--- src/hdl/spdif_se_pkg.sv ---
// Shared types, constants and coding functions of the S/PDIF subframe encoder.
package spdif_se_pkg;

	localparam int AUDIO_BITS     = 20;
	localparam int SAMPLE_W       = 20;
	localparam int AUX_W          = 4;
	localparam int WORD_SLOTS     = 24;
	localparam int FIRST_DATA     = 4;
	localparam int SLOTS          = 32;
	localparam int PRE_CELLS      = 8;
	localparam int CELLS          = 64;
	localparam int CELL_IDX_W     = $clog2(CELLS);
	localparam int AUX_SLOTS      = (AUDIO_BITS >= WORD_SLOTS) ? 0 : WORD_SLOTS - AUDIO_BITS;
	localparam int QUEUE_DEPTH    = 2;

	localparam logic [CELL_IDX_W-1:0] LAST_CELL = CELL_IDX_W'(CELLS - 1);

	localparam logic [1:0] PRE_B = 2'd0;
	localparam logic [1:0] PRE_M = 2'd1;
	localparam logic [1:0] PRE_W = 2'd2;

	// Bit i set: preamble half-cell i sits at the inverted start level.
	localparam logic [PRE_CELLS-1:0] PAT_B = 8'h17;
	localparam logic [PRE_CELLS-1:0] PAT_M = 8'h47;
	localparam logic [PRE_CELLS-1:0] PAT_W = 8'h27;

	typedef struct packed {
		logic [1:0]          preamble_kind;
		logic [AUX_W-1:0]    aux_bits;
		logic [SAMPLE_W-1:0] audio_sample;
		logic                validity_bit;
		logic                user_bit;
		logic                status_bit;
	} subframe_t;

	typedef struct packed {
		logic                  line_level;
		logic [CELL_IDX_W-1:0] half_cell_index;
		logic                  last_cell;
	} cell_t;

	// One classified subframe as it waits between front and back.
	typedef struct packed {
		logic [PRE_CELLS-1:0] pattern;
		logic [SLOTS-1:0]     slots;
	} entry_t;

	function automatic logic [PRE_CELLS-1:0] preamble_pattern(input logic [1:0] kind);
		logic [PRE_CELLS-1:0] pat;
		unique case (kind)
			PRE_B:   pat = PAT_B;
			PRE_W:   pat = PAT_W;
			default: pat = PAT_M;
		endcase
		return pat;
	endfunction

	// Aux bits fill the low slots of the 24-slot word, the audio sample the top.
	function automatic logic [WORD_SLOTS-1:0] build_word(input logic [AUX_W-1:0] aux,
			input logic [SAMPLE_W-1:0] audio);
		logic [WORD_SLOTS-1:0] w;
		w = '0;
		for (int i = 0; i < WORD_SLOTS; i++) begin
			if (i < AUX_SLOTS) begin
				if (i < AUX_W)
					w[i] = aux[i];
			end else if ((i - AUX_SLOTS) < SAMPLE_W && (i - AUX_SLOTS) < AUDIO_BITS) begin
				w[i] = audio[i - AUX_SLOTS];
			end
		end
		return w;
	endfunction

endpackage

--- src/hdl/spdif_se_front.sv ---
// Front end: turns an incoming subframe into a preamble pattern and a slot vector.
module spdif_se_front (
	input  spdif_se_pkg::subframe_t sub,
	output spdif_se_pkg::entry_t    entry
);
	import spdif_se_pkg::*;

	logic [WORD_SLOTS-1:0] word;
	logic                  parity;

	always_comb begin
		word   = build_word(sub.aux_bits, sub.audio_sample);
		parity = ^word ^ sub.validity_bit ^ sub.user_bit ^ sub.status_bit;
		entry.pattern = preamble_pattern(sub.preamble_kind);
		entry.slots   = {parity, sub.status_bit, sub.user_bit, sub.validity_bit, word,
			FIRST_DATA'(0)};
	end

endmodule

--- src/hdl/spdif_se_queue.sv ---
// Two-entry queue between the front end and the serialiser.
module spdif_se_queue (
	input  logic                 clk,
	input  logic                 arst_n,
	input  logic                 push,
	input  spdif_se_pkg::entry_t push_data,
	output logic                 full,
	input  logic                 pop,
	output logic                 not_empty,
	output spdif_se_pkg::entry_t pop_data
);
	import spdif_se_pkg::*;

	localparam int PTR_W = $clog2(QUEUE_DEPTH);

	entry_t             mem_q [QUEUE_DEPTH];
	logic [PTR_W-1:0]   wr_ptr_q;
	logic [PTR_W-1:0]   rd_ptr_q;
	logic [PTR_W:0]     count_q;
	logic               do_push;
	logic               do_pop;

	assign full      = (count_q == (PTR_W+1)'(QUEUE_DEPTH));
	assign not_empty = (count_q != '0);
	assign pop_data  = mem_q[rd_ptr_q];
	assign do_push   = push && !full;
	assign do_pop    = pop && not_empty;

	always_ff @(posedge clk) begin
		if (do_push)
			mem_q[wr_ptr_q] <= push_data;
	end

	always_ff @(posedge clk or negedge arst_n) begin
		if (!arst_n) begin
			wr_ptr_q <= '0;
			rd_ptr_q <= '0;
			count_q  <= '0;
		end else begin
			if (do_push)
				wr_ptr_q <= wr_ptr_q + 1'b1;
			if (do_pop)
				rd_ptr_q <= rd_ptr_q + 1'b1;
			if (do_push && !do_pop)
				count_q <= count_q + 1'b1;
			else if (do_pop && !do_push)
				count_q <= count_q - 1'b1;
		end
	end

`ifndef SYNTH
	a_count_bound: assert property (@(posedge clk) disable iff (!arst_n)
		count_q <= (PTR_W+1)'(QUEUE_DEPTH))
		else $error("queue count beyond depth");
	a_ptr_gap: assert property (@(posedge clk) disable iff (!arst_n)
		(count_q == '0) |-> (wr_ptr_q == rd_ptr_q))
		else $error("empty queue with pointers apart");
	a_pop_when_full: assert property (@(posedge clk) disable iff (!arst_n)
		(full && do_pop && !do_push) |=> (count_q == (PTR_W+1)'(QUEUE_DEPTH - 1)))
		else $error("queue count wrong after pop");
`endif

endmodule

--- src/hdl/spdif_se_back.sv ---
// Back end: serialises one queued subframe into 64 biphase-mark half-cells.
module spdif_se_back (
	input  logic                 clk,
	input  logic                 arst_n,
	input  logic                 q_valid,
	input  spdif_se_pkg::entry_t q_data,
	output logic                 q_pop,
	output logic                 cell_valid,
	input  logic                 cell_ready,
	output spdif_se_pkg::cell_t  half_cell
);
	import spdif_se_pkg::*;

	logic                    busy_q;
	logic [CELL_IDX_W-1:0]   cnt_q;
	logic [PRE_CELLS-1:0]    pat_q;
	logic [SLOTS-1:0]        slots_q;
	logic                    level_q;
	logic                    start_q;
	logic                    cell_valid_q;
	cell_t                   cell_q;
	logic                    adv;
	logic                    load;
	logic                    slot_bit;
	logic                    cell_level;

	always_comb begin
		adv      = !cell_valid_q || cell_ready;
		load     = !busy_q || (adv && cnt_q == LAST_CELL);
		q_pop    = load && q_valid;
		slot_bit = slots_q[cnt_q[CELL_IDX_W-1:1]];
		if (cnt_q < CELL_IDX_W'(PRE_CELLS))
			cell_level = start_q ^ pat_q[cnt_q[$clog2(PRE_CELLS)-1:0]];
		else if (!cnt_q[0])
			cell_level = !level_q;
		else
			cell_level = level_q ^ slot_bit;
	end

	always_ff @(posedge clk) begin
		if (adv && busy_q) begin
			cell_q.line_level      <= cell_level;
			cell_q.half_cell_index <= cnt_q;
			cell_q.last_cell       <= (cnt_q == LAST_CELL);
		end
		if (q_pop) begin
			pat_q   <= q_data.pattern;
			slots_q <= q_data.slots;
		end
	end

	always_ff @(posedge clk or negedge arst_n) begin
		if (!arst_n) begin
			busy_q       <= 1'b0;
			cnt_q        <= '0;
			level_q      <= 1'b0;
			start_q      <= 1'b0;
			cell_valid_q <= 1'b0;
		end else begin
			if (adv) begin
				cell_valid_q <= busy_q;
				if (busy_q) begin
					level_q <= cell_level;
					cnt_q   <= cnt_q + 1'b1;
				end
			end
			if (load) begin
				busy_q <= q_valid;
				if (q_valid)
					start_q <= busy_q ? cell_level : level_q;
			end
		end
	end

	assign cell_valid = cell_valid_q;
	assign half_cell  = cell_q;

`ifndef SYNTH
	a_idle_count: assert property (@(posedge clk) disable iff (!arst_n)
		!busy_q |-> (cnt_q == '0))
		else $error("cell counter moved while idle");
	a_parity_closes: assert property (@(posedge clk) disable iff (!arst_n)
		(adv && busy_q && cnt_q == LAST_CELL) |-> (cell_level == start_q))
		else $error("subframe did not end at its starting level");
	a_last_index: assert property (@(posedge clk) disable iff (!arst_n)
		(cell_valid_q && cell_q.last_cell) |-> (cell_q.half_cell_index == LAST_CELL))
		else $error("last marker on wrong half-cell");
	a_no_gap: assert property (@(posedge clk) disable iff (!arst_n)
		(busy_q && adv && cnt_q != LAST_CELL) |=> busy_q)
		else $error("serialiser stopped inside a subframe");
`endif

endmodule

--- src/hdl/spdif_subframe_encoder.sv ---
// From idle a subframe is queued, then loaded, then its first half-cell registered.
// Throughput: one half-cell per cycle while cell_ready is high and a subframe waits.
// A two-entry queue lets new subframes be taken while the serialiser is still busy.
// Reset (arst_n low, asynchronous) empties the queue, drops any pending half-cell and
// sets the carried line level to low.
module spdif_subframe_encoder (
	input  logic                      clk,
	input  logic                      arst_n,
	input  logic                      subframe_valid,
	output logic                      subframe_ready,
	input  spdif_se_pkg::subframe_t   subframe,
	output logic                      cell_valid,
	input  logic                      cell_ready,
	output spdif_se_pkg::cell_t       half_cell
);
	import spdif_se_pkg::*;

	// Classified subframe straight from the front end.
	entry_t front_entry;
	// Head of the queue as seen by the serialiser.
	entry_t head_entry;
	logic   q_full;
	logic   q_not_empty;
	logic   q_pop;

	// The front end is pure logic: it picks the preamble run pattern, lays the
	// aux bits and audio word into slots 4 to 27 LSB first, and works out the
	// even parity over slots 4 to 30 so the entry is ready to queue.
	spdif_se_front u_front (
		.sub   (subframe),
		.entry (front_entry)
	);

	// A transfer in happens whenever the queue has room, independent of how
	// far the serialiser has got with the subframe ahead.
	assign subframe_ready = !q_full;

	spdif_se_queue u_queue (
		.clk       (clk),
		.arst_n    (arst_n),
		.push      (subframe_valid),
		.push_data (front_entry),
		.full      (q_full),
		.pop       (q_pop),
		.not_empty (q_not_empty),
		.pop_data  (head_entry)
	);

	// The serialiser walks the 64 half-cells, carrying the line level from one
	// subframe to the next, and drives a registered output. While a transfer out
	// is stalled the serialiser holds its place, so the queue fills and
	// subframe_ready drops once both entries are taken.
	spdif_se_back u_back (
		.clk        (clk),
		.arst_n     (arst_n),
		.q_valid    (q_not_empty),
		.q_data     (head_entry),
		.q_pop      (q_pop),
		.cell_valid (cell_valid),
		.cell_ready (cell_ready),
		.half_cell  (half_cell)
	);

endmodule

--- config.mk ---
export PLATFORM = sky130hd
export DESIGN_NAME = spdif_subframe_encoder
export DESIGN_NICKNAME = d
export VERILOG_FILES = /design/src/hdl/spdif_se_pkg.sv /design/src/hdl/spdif_se_front.sv /design/src/hdl/spdif_se_queue.sv /design/src/hdl/spdif_se_back.sv /design/src/hdl/spdif_subframe_encoder.sv
export SDC_FILE = /design/constraint.sdc
export NUM_CORES = 1
export LEC_CHECK = 0
export CAP_MARGIN = 20
export CORE_MARGIN = 1
export CORE_UTILIZATION = 56
export DETAILED_ROUTE_END_ITERATION = 10
export DONT_BUFFER_PORTS = 1
export PLACE_DENSITY = 0.74
export SETUP_SLACK_MARGIN = 0.3
export SLEW_MARGIN = 10
export SYNTH_ARGS = -nofsm -noshare
export SYNTH_HDL_FRONTEND = slang
export SYNTH_SLANG_ARGS = --single-unit
--- constraint.sdc ---
create_clock -name clk -period 3.6 [get_ports clk]
set_input_delay 0.72 -clock clk [delete_from_list [all_inputs] [get_ports clk]]
set_output_delay 0.72 -clock clk [all_outputs]
set_load 0.01 [all_outputs]
# Yosys cells after proc, flatten, opt, wreduce, memory -nomap -nowiden
# Memory sizes are Yosys's and may differ from the RTL's. A register that Yosys moved wholly into a read port is not among the register bits.
# Cells that the tools add are included.
# W data, S select, Z words.
dict set report totals {
  mem_count 1
  regBits 62
  ram_bits 70
}
# memory depth word_bits rd rd_clocked_by_memory_dff wr line
set memory_table {}
lappend memory_table {u_queue.mem_q 2 35 1 1 1 spdif_se_queue.sv:16} ;# entry_t mem_q [QUEUE_DEPTH];
dict set report op_classes {
  n_reduce_logical 21
  n_bitwise 5
  order_cmp 3
  addsub 5
  muxes 12
  n_eq_ne 3
}
# op count
set op_table {}
lappend op_table {{$reduce_xor A24 Y1} 1}
lappend op_table {{$pmux W7 S2} 1}
lappend op_table {{$logic_and A1 B1 Y1} 7}
lappend op_table {{$mux W1} 7}
lappend op_table {{$add A6 B1 Y6 const B} 1}
lappend op_table {{$eq A6 B6 Y1 const B} 1}
lappend op_table {{$logic_not A1 Y1} 6}
lappend op_table {{$lt A5 B6 Y1 const B} 1}
lappend op_table {{$lt A6 B4 Y1 const B} 1}
lappend op_table {{$bmux W1 S5} 1}
lappend op_table {{$xor A1 B1 Y1} 5}
lappend op_table {{$eq A2 B2 Y1 const B} 2}
lappend op_table {{$lt A3 B4 Y1 const B} 1}
lappend op_table {{$mux W2} 2}
lappend op_table {{$reduce_and A2 Y1} 2}
lappend op_table {{$reduce_bool A2 Y1} 2}
lappend op_table {{$bmux W1 S3} 1}
lappend op_table {{$add A1 B1 Y1 const B} 2}
lappend op_table {{$add A2 B1 Y2 const B} 1}
lappend op_table {{$logic_not A2 Y1} 1}
lappend op_table {{$logic_or A1 B1 Y1} 2}
lappend op_table {{$sub A2 B1 Y2 const B} 1}

# Logic depth before layout (Yosys ltp)
# Gate-level depths: netlist (run 1).
dict set report depth {
  depth_word 9
  mapped_depth 10
  mapped_depth_nobuf 10
}

# By module
# A second synthesis (run 1) with hierarchy kept.
dict set report hier_totals {
  cells_unflattened 353
  area_unflattened_um2 6177.2
}
# mod area_per_inst_um2 instances seq_area_each_um2 cells_per_inst
set modules_own_cells {}
lappend modules_own_cells {spdif_se_queue 3290.7 1 2502.4 144}
lappend modules_own_cells {spdif_se_back 2338.5 1 1691.6 142}
lappend modules_own_cells {spdif_se_front 544.3 1 0.0 66}
lappend modules_own_cells {spdif_subframe_encoder 3.8 1 0.0 1}

# Worst setup path before layout (run 1)
# OpenSTA, ideal clock, no wires.
dict set report synth_path {
  kind {reg-to-reg}
  from {register u_back.cnt_q[2]}
  to {register u_queue.count_q[1]}
  setup_time_ps 79
  arrival_time_ps 3515
  stages_incl_launch_ff 11
  n_path_buf 1
  required_time_ps 3521
  setup_slack_ps 6
  cell_sequence {dfrtp_1 > clkbuf_1 > nand2_1 > nor2_1 > nand2_1 > a21oi_1 > inv_1 > ha_1 > xor2_1 > nor2_1 > xor2_1}
}
dict set report synth_between {
  elab_chain_len 8
  word_cells_on_any_way 10
  classes_between {eq/ne: 1; mux: 1; reduce/logical: 8}
}
# item line
set synth_lines {}
lappend synth_lines {{from (decl)} spdif_se_back.sv:15} ;# logic [CELL_IDX_W-1:0] cnt_q;
lappend synth_lines {{from (signal assigned)} spdif_se_back.sv:64} ;# cnt_q <= cnt_q + 1'b1;
lappend synth_lines {{$eq A6 B6 Y1 *} spdif_se_back.sv:29} ;# load = !busy_q || (adv && cnt_q == LAST_CELL);
lappend synth_lines {{$logic_and A1 B1 Y1 *} spdif_se_back.sv:29}
lappend synth_lines {{$logic_or A1 B1 Y1 *} spdif_se_back.sv:29}
lappend synth_lines {{$logic_and A1 B1 Y1 *} spdif_se_back.sv:30} ;# q_pop = load && q_valid;
lappend synth_lines {{net q_pop} spdif_subframe_encoder.sv:24} ;# logic q_pop;
lappend synth_lines {{$logic_and A1 B1 Y1 *} spdif_se_queue.sv:27} ;# assign do_pop = pop && not_empty;
lappend synth_lines {{$logic_not A1 Y1} spdif_se_queue.sv:44} ;# if (do_push && !do_pop)
lappend synth_lines {{$logic_and A1 B1 Y1} spdif_se_queue.sv:44}
lappend synth_lines {{$mux W2 or $reduce_bool A2 Y1 (tied branches)} n/a}
lappend synth_lines {{to (signal assigned)} spdif_se_queue.sv:45} ;# count_q <= count_q + 1'b1;
lappend synth_lines {{to (signal assigned)} spdif_se_queue.sv:47} ;# count_q <= count_q - 1'b1;
lappend synth_lines {{to (decl)} spdif_se_queue.sv:19} ;# logic [PTR_W:0] count_q;
# Mark *: on every way through the listed nets, which the timed path passes. The rest lies on a longest branch.
# A chain may end at the register's enable or synchronous reset.

# Final worst setup path (run 1)
dict set report layout_path {
  from {register u_back.cnt_q[1]}
  to {register u_back.level_q}
}
dict set report layout_between {
  elab_chain_len 6
  word_cells_on_any_way 10
  classes_between {order compare: 1; mux: 7; bitwise: 2}
}
# item line
set layout_lines {}
lappend layout_lines {{$bmux W1 S5} spdif_se_back.sv:31} ;# slot_bit = slots_q[cnt_q[CELL_IDX_W-1:1]];
lappend layout_lines {{$mux W1 (not written as such)} spdif_se_back.sv:31}
lappend layout_lines {{$xor A1 B1 Y1} spdif_se_back.sv:37} ;# cell_level = level_q ^ slot_bit;
lappend layout_lines {{$mux W1} spdif_se_back.sv:34} ;# else if (!cnt_q[0])
lappend layout_lines {{$mux W1 *} spdif_se_back.sv:32} ;# if (cnt_q < CELL_IDX_W'(PRE_CELLS))
lappend layout_lines {{net u_back.cell_level} spdif_se_back.sv:25} ;# logic cell_level;
lappend layout_lines {{$mux W1 *} n/a}
lappend layout_lines {{to (signal assigned)} spdif_se_back.sv:63} ;# level_q <= cell_level;
lappend layout_lines {{to (decl)} spdif_se_back.sv:18} ;# logic level_q;
# Mark *: on every way through the listed nets, which the timed path passes. The rest lies on a longest branch. The select of a mux whose other input is x is not followed.

==> results of run 1 <==
logic make-up after synthesis:
kind of cell | after synthesis | synth area share, %
fa+ha+maj | 3 | 0.8057
flops | 115 | 72.61
xor+xnor | 38 | 7.143
buf+inv | 13 | 1.584
compound gates | 7 | 1.342
simple gates | 30 | 3.330
mux | 50 | 13.18
power breakdown:
part,switching [µW],internal [µW],leakage [µW]
registers,226,1810,0.00109
logic,391,427,0.000489
clock network,535,1040,0.000269
timing repair:
| item | CTS | global route |
|---|---|---|
| setup buffers | 0 | 0 |
| hold endpoints to repair | 14 | 0 |
| hold buffers | 1 | 0 |
cells in the mapped netlist:
cell      instances  share of area [%]
and3_1            1               0.13
buf_6             1               0.24
a21oi_1           3               0.32
dfrtp_1          14                7.5
buf_2             1               0.11
a311oi_2          1               0.32
or2_2             1               0.13
and2_1            1               0.13
nor2b_1           3               0.40
clkbuf_1          5               0.40
buf_12            1               0.43
nand3_1           1               0.11
xor2_1           10                1.9
xnor2_1          28                5.3
o221ai_1          1               0.19
buf_1             3               0.24
edfxtp_1        101                 65
a31o_1            1               0.19
and3b_1           1               0.19
ha_1              3               0.81
nand4_1           2               0.27
nand4b_1          1               0.19
nand2_1           7               0.56
nor3_1            1               0.11
inv_1             2               0.16
a221oi_2          1               0.32
mux2_2           35                8.5
mux2i_1          10                2.1
mux4_1            2                1.1
mux4_2            3                1.4
nor2_1            7               0.56
nand2b_1          4               0.54
worst max-delay path, delay by kind of cell (launching register included):
kind	cells	cell delay, ns
AOI/OAI and AO/OA	2	0.34
DFF	1	0.86
muxes	4	1.42
sequential cells by signal, summed over array words and instances (netlist names):
| register | flops |
|---|---|
| u_queue.mem_q | 62 |
| u_back.slots_q | 28 |
| u_back.half_cell | 8 |
| u_back.cnt_q | 6 |
| u_back.pat_q | 3 |
| u_queue.count_q | 2 |
| u_back.busy_q | 1 |
| u_back.cell_valid | 1 |
| u_back.level_q | 1 |
| u_back.start_q | 1 |
| u_queue.rd_ptr_q | 1 |
| u_queue.wr_ptr_q | 1 |
per-stage QoR:
step | utilization, % | worst slack (ns)
after floorplan | - | 0.7882
after global placement | 60.50 | 0.9948
after detailed placement | 60.50 | 0.9088
after CTS | 67.78 | 0.8632
after global routing | 67.78 | 0.7585
final | 67.78 | 0.8627
routing by layer:
metal | vias up | track usage, % | wire [µm]
li1 | 992 | - | -
met1 | 1077 | 20.01 | 2970
met2 | 60 | 32.54 | 3742
met3 | 12 | 7.886 | 271
met4 | 0 | 6.667 | 74
met5 | - | 0 | 0
cell type report:
| class | count | area [µm²] |
|---|---|---|
| Clock buffer | 20 | 425.4 |
| Clock inverter | 12 | 138.9 |
| Fill cell | 495 | 2541 |
| Inverter | 2 | 7.507 |
| Multi-Input combinational cell | 128 | 1216 |
| Sequential cell | 115 | 3383 |
| Tap cell | 102 | 127.6 |
| Timing Repair Buffer | 6 | 47.55 |
worst paths after layout:
| check | depth (start not counted) | endpoint | slack [ns] |
|---|---|---|---|
| hold reg to reg | 1 | u_queue.count_q[1] | 0.51 |
| min in group asynchronous | 1 | u_back.cnt_q[2] | 0.69 |
| hold / removal | 0 | u_queue.mem_q[0][7] | 0.30 |
| max in group asynchronous | 1 | u_back.start_q | 2.48 |
| setup reg to reg | 6 | u_back.level_q | 0.86 |
| setup / recovery | 6 | u_back.level_q | 0.86 |
==> results.toml, run 1 <==
[sta]
maxSlewHeadroom_pct = 46.88
rsz0062_at_grt = "no"
fmax_mhz = 365.3
period_share_pct = 76.04
tightest_slew_ns = 0.7968
drv_slew = 0
timing.setup.tns_ns = 0
setup_violations = 0
finalHoldViolCount = 0
hold-worst-slack_ns = 0.3049
min_period_ns = 2.737
skew_ns = 0.005287

[route]
firstDrtPassIters = 4
vias = 2141
drtIter0Drc = 128
drt_wl_total_mm = 7.058
route.detailed.drc = 0
via_per_inst = 5.561
post_drt_wl_per_cell_um = 18.33
antenna_left = 0

[critical_path]
start_kind = "register"
critPathKind = "register to register"
crit_arrival_ns = 3.13
crit_start = "u_back.cnt_q[1]"
r2r-start = "u_back.cnt_q[1]"
critPathMostFrequentCell = "mux2_2"
cp-end-kind = "register"
critPathSlowestCell = "dfrtp_1"
crit_required_ns = 3.99
path_cells = "mux4_1, mux2_2, a221oi_2, a311oi_2, mux2i_1, mux2_2"
crit_fanout = 18
max_stage_delay_ns = 0.86

[worst_hold_path]
hold_class = "input pin to register"
min-delay-start = "subframe[6]"

[clock_tree]
cts_resized = 0
numClockSinks = 115
path_clk_slew_ns = 0.05
h-tree-depth = 4
cts_root_buf = "clkbuf_8"
cts_buffer_depth = 2
cts_tree = "built"
worstSkewPairLatency_ns = 0.50
cts_buffers = 17

[yosys]
synth_cells = 256
syn_area_um2 = 4659
seq_area_frac_synth_pct = 72.61
syn_nets = 292
avgSynthCellArea_um2 = 18.20
synth_cell_type_count = 32
synth_seq_cells = 115
synth_warnings = 0

[die]
boundaryPins = 43
die_y_um = 93.22
dieArea_um2 = 8689
die_width_um = 93.22
coreArea_um2 = 7888
rows = 32
start_util_pct = 59.07

[global_route]
grt_pass1_wl_mm = 11.36
antenna_found_initial = 0
grt_pass1_vias = 2336
grt.total_usage_pct = 18.57
grt_start_max_net_pins = 33
grt-ovfl-total = 0

[final_layout]
stdcell_count = 385
antennaDiodeCount = 0
final_nets = 306
stdcell_area_um2 = 5346
final_common_cell = "edfxtp_1"
syn2layout_area_growth_pct = 14.74
drive_above_1_share_pct = 25.80
final_cell_mix = "101 x edfxtp_1, 35 x mux2_2, 28 x xnor2_1"

[placed_design]
hpwl_mm = 4.208
portBuffers = 0
place_inst = 352
dpl_cell_area_um2 = 4772
gp_congestion = 0.7241

[pwr]
finalPower_uw = 4427
p_per_area_nw_per_um2 = 828.0
vdd_drop_max_v = 0.0004407
leakage_uw = 0.001852

[flow_run]
drv_cap = 0

[run_status]
outcome = "finished clean"
(Power assumes the default switching activity.)
==> run 2, diff against run 1 <==
CORE_UTILIZATION = 62   (was 56)
PLACE_DENSITY = 0.78   (was 0.74)
clock period = 2.7 ns   (was 3.6 ns; I/O delays follow)
==> run 2 against run 1 <==
  * Maximum frequency up 21%
  * Total power up 35%
  * Wire length up 2.8%
  * Highest routed layer unchanged
  * Largest cell class unchanged
  * Critical endpoint unchanged
==> results.toml, run 2 (synthesized netlist as in run 1, its figures left out) <==
[run_status]
outcome = "finished clean"

[critical_path]
start_kind = "register"
critPathKind = "register to register"
crit_required_ns = 3.09
crit_fanout = 7
crit_arrival_ns = 2.65
cp-end-kind = "register"

[route]
antenna_left = 0
firstDrtPassIters = 4
drt_wl_total_mm = 7.259
route.detailed.drc = 0
vias = 2110
post_drt_wl_per_cell_um = 18.90
drtIter0Drc = 167
via_per_inst = 5.495

[clock_tree]
post_cts_buffers = 0
cts_tree = "built"
cts_buffers = 17
h-tree-depth = 4
worstSkewPairLatency_ns = 0.51
cts_buffer_depth = 2
numClockSinks = 115
path_clk_slew_ns = 0.06
cts_root_buf = "clkbuf_8"

[sta]
drv_slew = 0
timing.setup.tns_ns = 0
fin_ws_ns = 0.4438
skew_ns = 0.007954
hold-worst-slack_ns = 0.1230
fmax_mhz = 443.2
period_share_pct = 83.56
tightest_slew_ns = 0.6817
maxSlewHeadroom_pct = 54.40
setup_violations = 0
min_period_ns = 2.256
finalHoldViolCount = 0
rsz0062_at_grt = "no"

[die]
die_y_um = 88.69
boundaryPins = 43
die_width_um = 88.69
coreArea_um2 = 7253
start_util_pct = 64.24
dieArea_um2 = 7866
rows = 31

[final_layout]
final_common_cell = "edfxtp_1"
antennaDiodeCount = 0
syn2layout_area_growth_pct = 15.44
final_nets = 308
utilization_pct = 74.16
largest_reg_flops = 62
final_cell_mix = "101 x edfxtp_1, 35 x mux2_2, 28 x xnor2_1"
drive_above_1_share_pct = 29.47
largest-register = "u_queue.mem_q"

[global_route]
grt.total_usage_pct = 20.87
grt_pass1_vias = 2155
grt-ovfl-total = 0
grt_pass1_wl_mm = 11.16
antenna_found_initial = 0
grt_start_max_net_pins = 33

[worst_hold_path]
hold_class = "input pin to register"

[pwr]
p_per_area_nw_per_um2 = 1113
leakage_uw = 0.001863
vdd_drop_max_v = 0.0006827
finalPower_uw = 5989

[placed_design]
portBuffers = 0
hpwl_mm = 4.156
dp_slack_ns = 0.3623
gp_congestion = 0.8035

[flow_run]
drv_cap = 0
## run 2: metal layers
layer  wire length (µm)  share of wire (%)  vias to the layer above  global-route usage [%]
li1                   -                  -                      993                       -
met1               3198                 44                     1062                   26.36
met2               3667                 51                       48                   32.66
met3                346                4.8                        7                   8.769
met4                 46               0.63                        0                   7.478
met5                  0                  0                        -                       0
## run 2: timing repair
item	in CTS	in global routing
resized for setup	0	3
endpoints found under the hold margin	14	0
hold buffers	1	0
setup endpoints to repair	0	2
## run 2: worst paths after layout
path | slack [ns] | cells past startpoint | start | endpoint
max in group asynchronous | 1.71 | 1 | arst_n | u_back.cnt_q[1]
setup reg to reg | 0.44 | 6 | u_back.cnt_q[1] | u_back.level_q
hold reg to reg | 0.50 | 1 | u_queue.count_q[1] | u_queue.count_q[1]
min in group asynchronous | 0.51 | 1 | arst_n | u_back.cnt_q[3]
setup / recovery | 0.44 | 6 | u_back.cnt_q[1] | u_back.level_q
hold / removal | 0.12 | 0 | subframe[27] | u_queue.mem_q[1][34]
## run 2: critical path, cell delays in order, from the launching register on
cell and delay, ns:
dfrtp_2 0.44, mux4_1 0.58, mux2_2 0.29, a221oi_2 0.26
a311oi_2 0.09, mux2i_2 0.20, mux2_2 0.27
## run 2: area by class of cell
| cell class | count | area, µm² |
|---|---|---|
| fillers | 429 | 1874 |
| clock inverters | 15 | 165.2 |
| inverters | 2 | 7.507 |
| flip-flops and latches | 115 | 3386 |
| clock buffers | 17 | 414.1 |
| multi-input cells | 128 | 1220 |
| repair buffers | 8 | 62.56 |
| well taps | 99 | 123.9 |
## run 2: power by group
group	internal, µW	switching, µW
logic	597	570
clock network	1390	755
registers	2420	259
## run 2: per-stage QoR
stage | instance area [µm²] | instances
6_report | 5379 | 384
5_1_grt | 5379 | 384
4_1_cts | 5373 | 384
3_5_place_dp | 4783 | 351
3_3_place_gp | 4783 | 351
2_1_floorplan | 4674 | 256
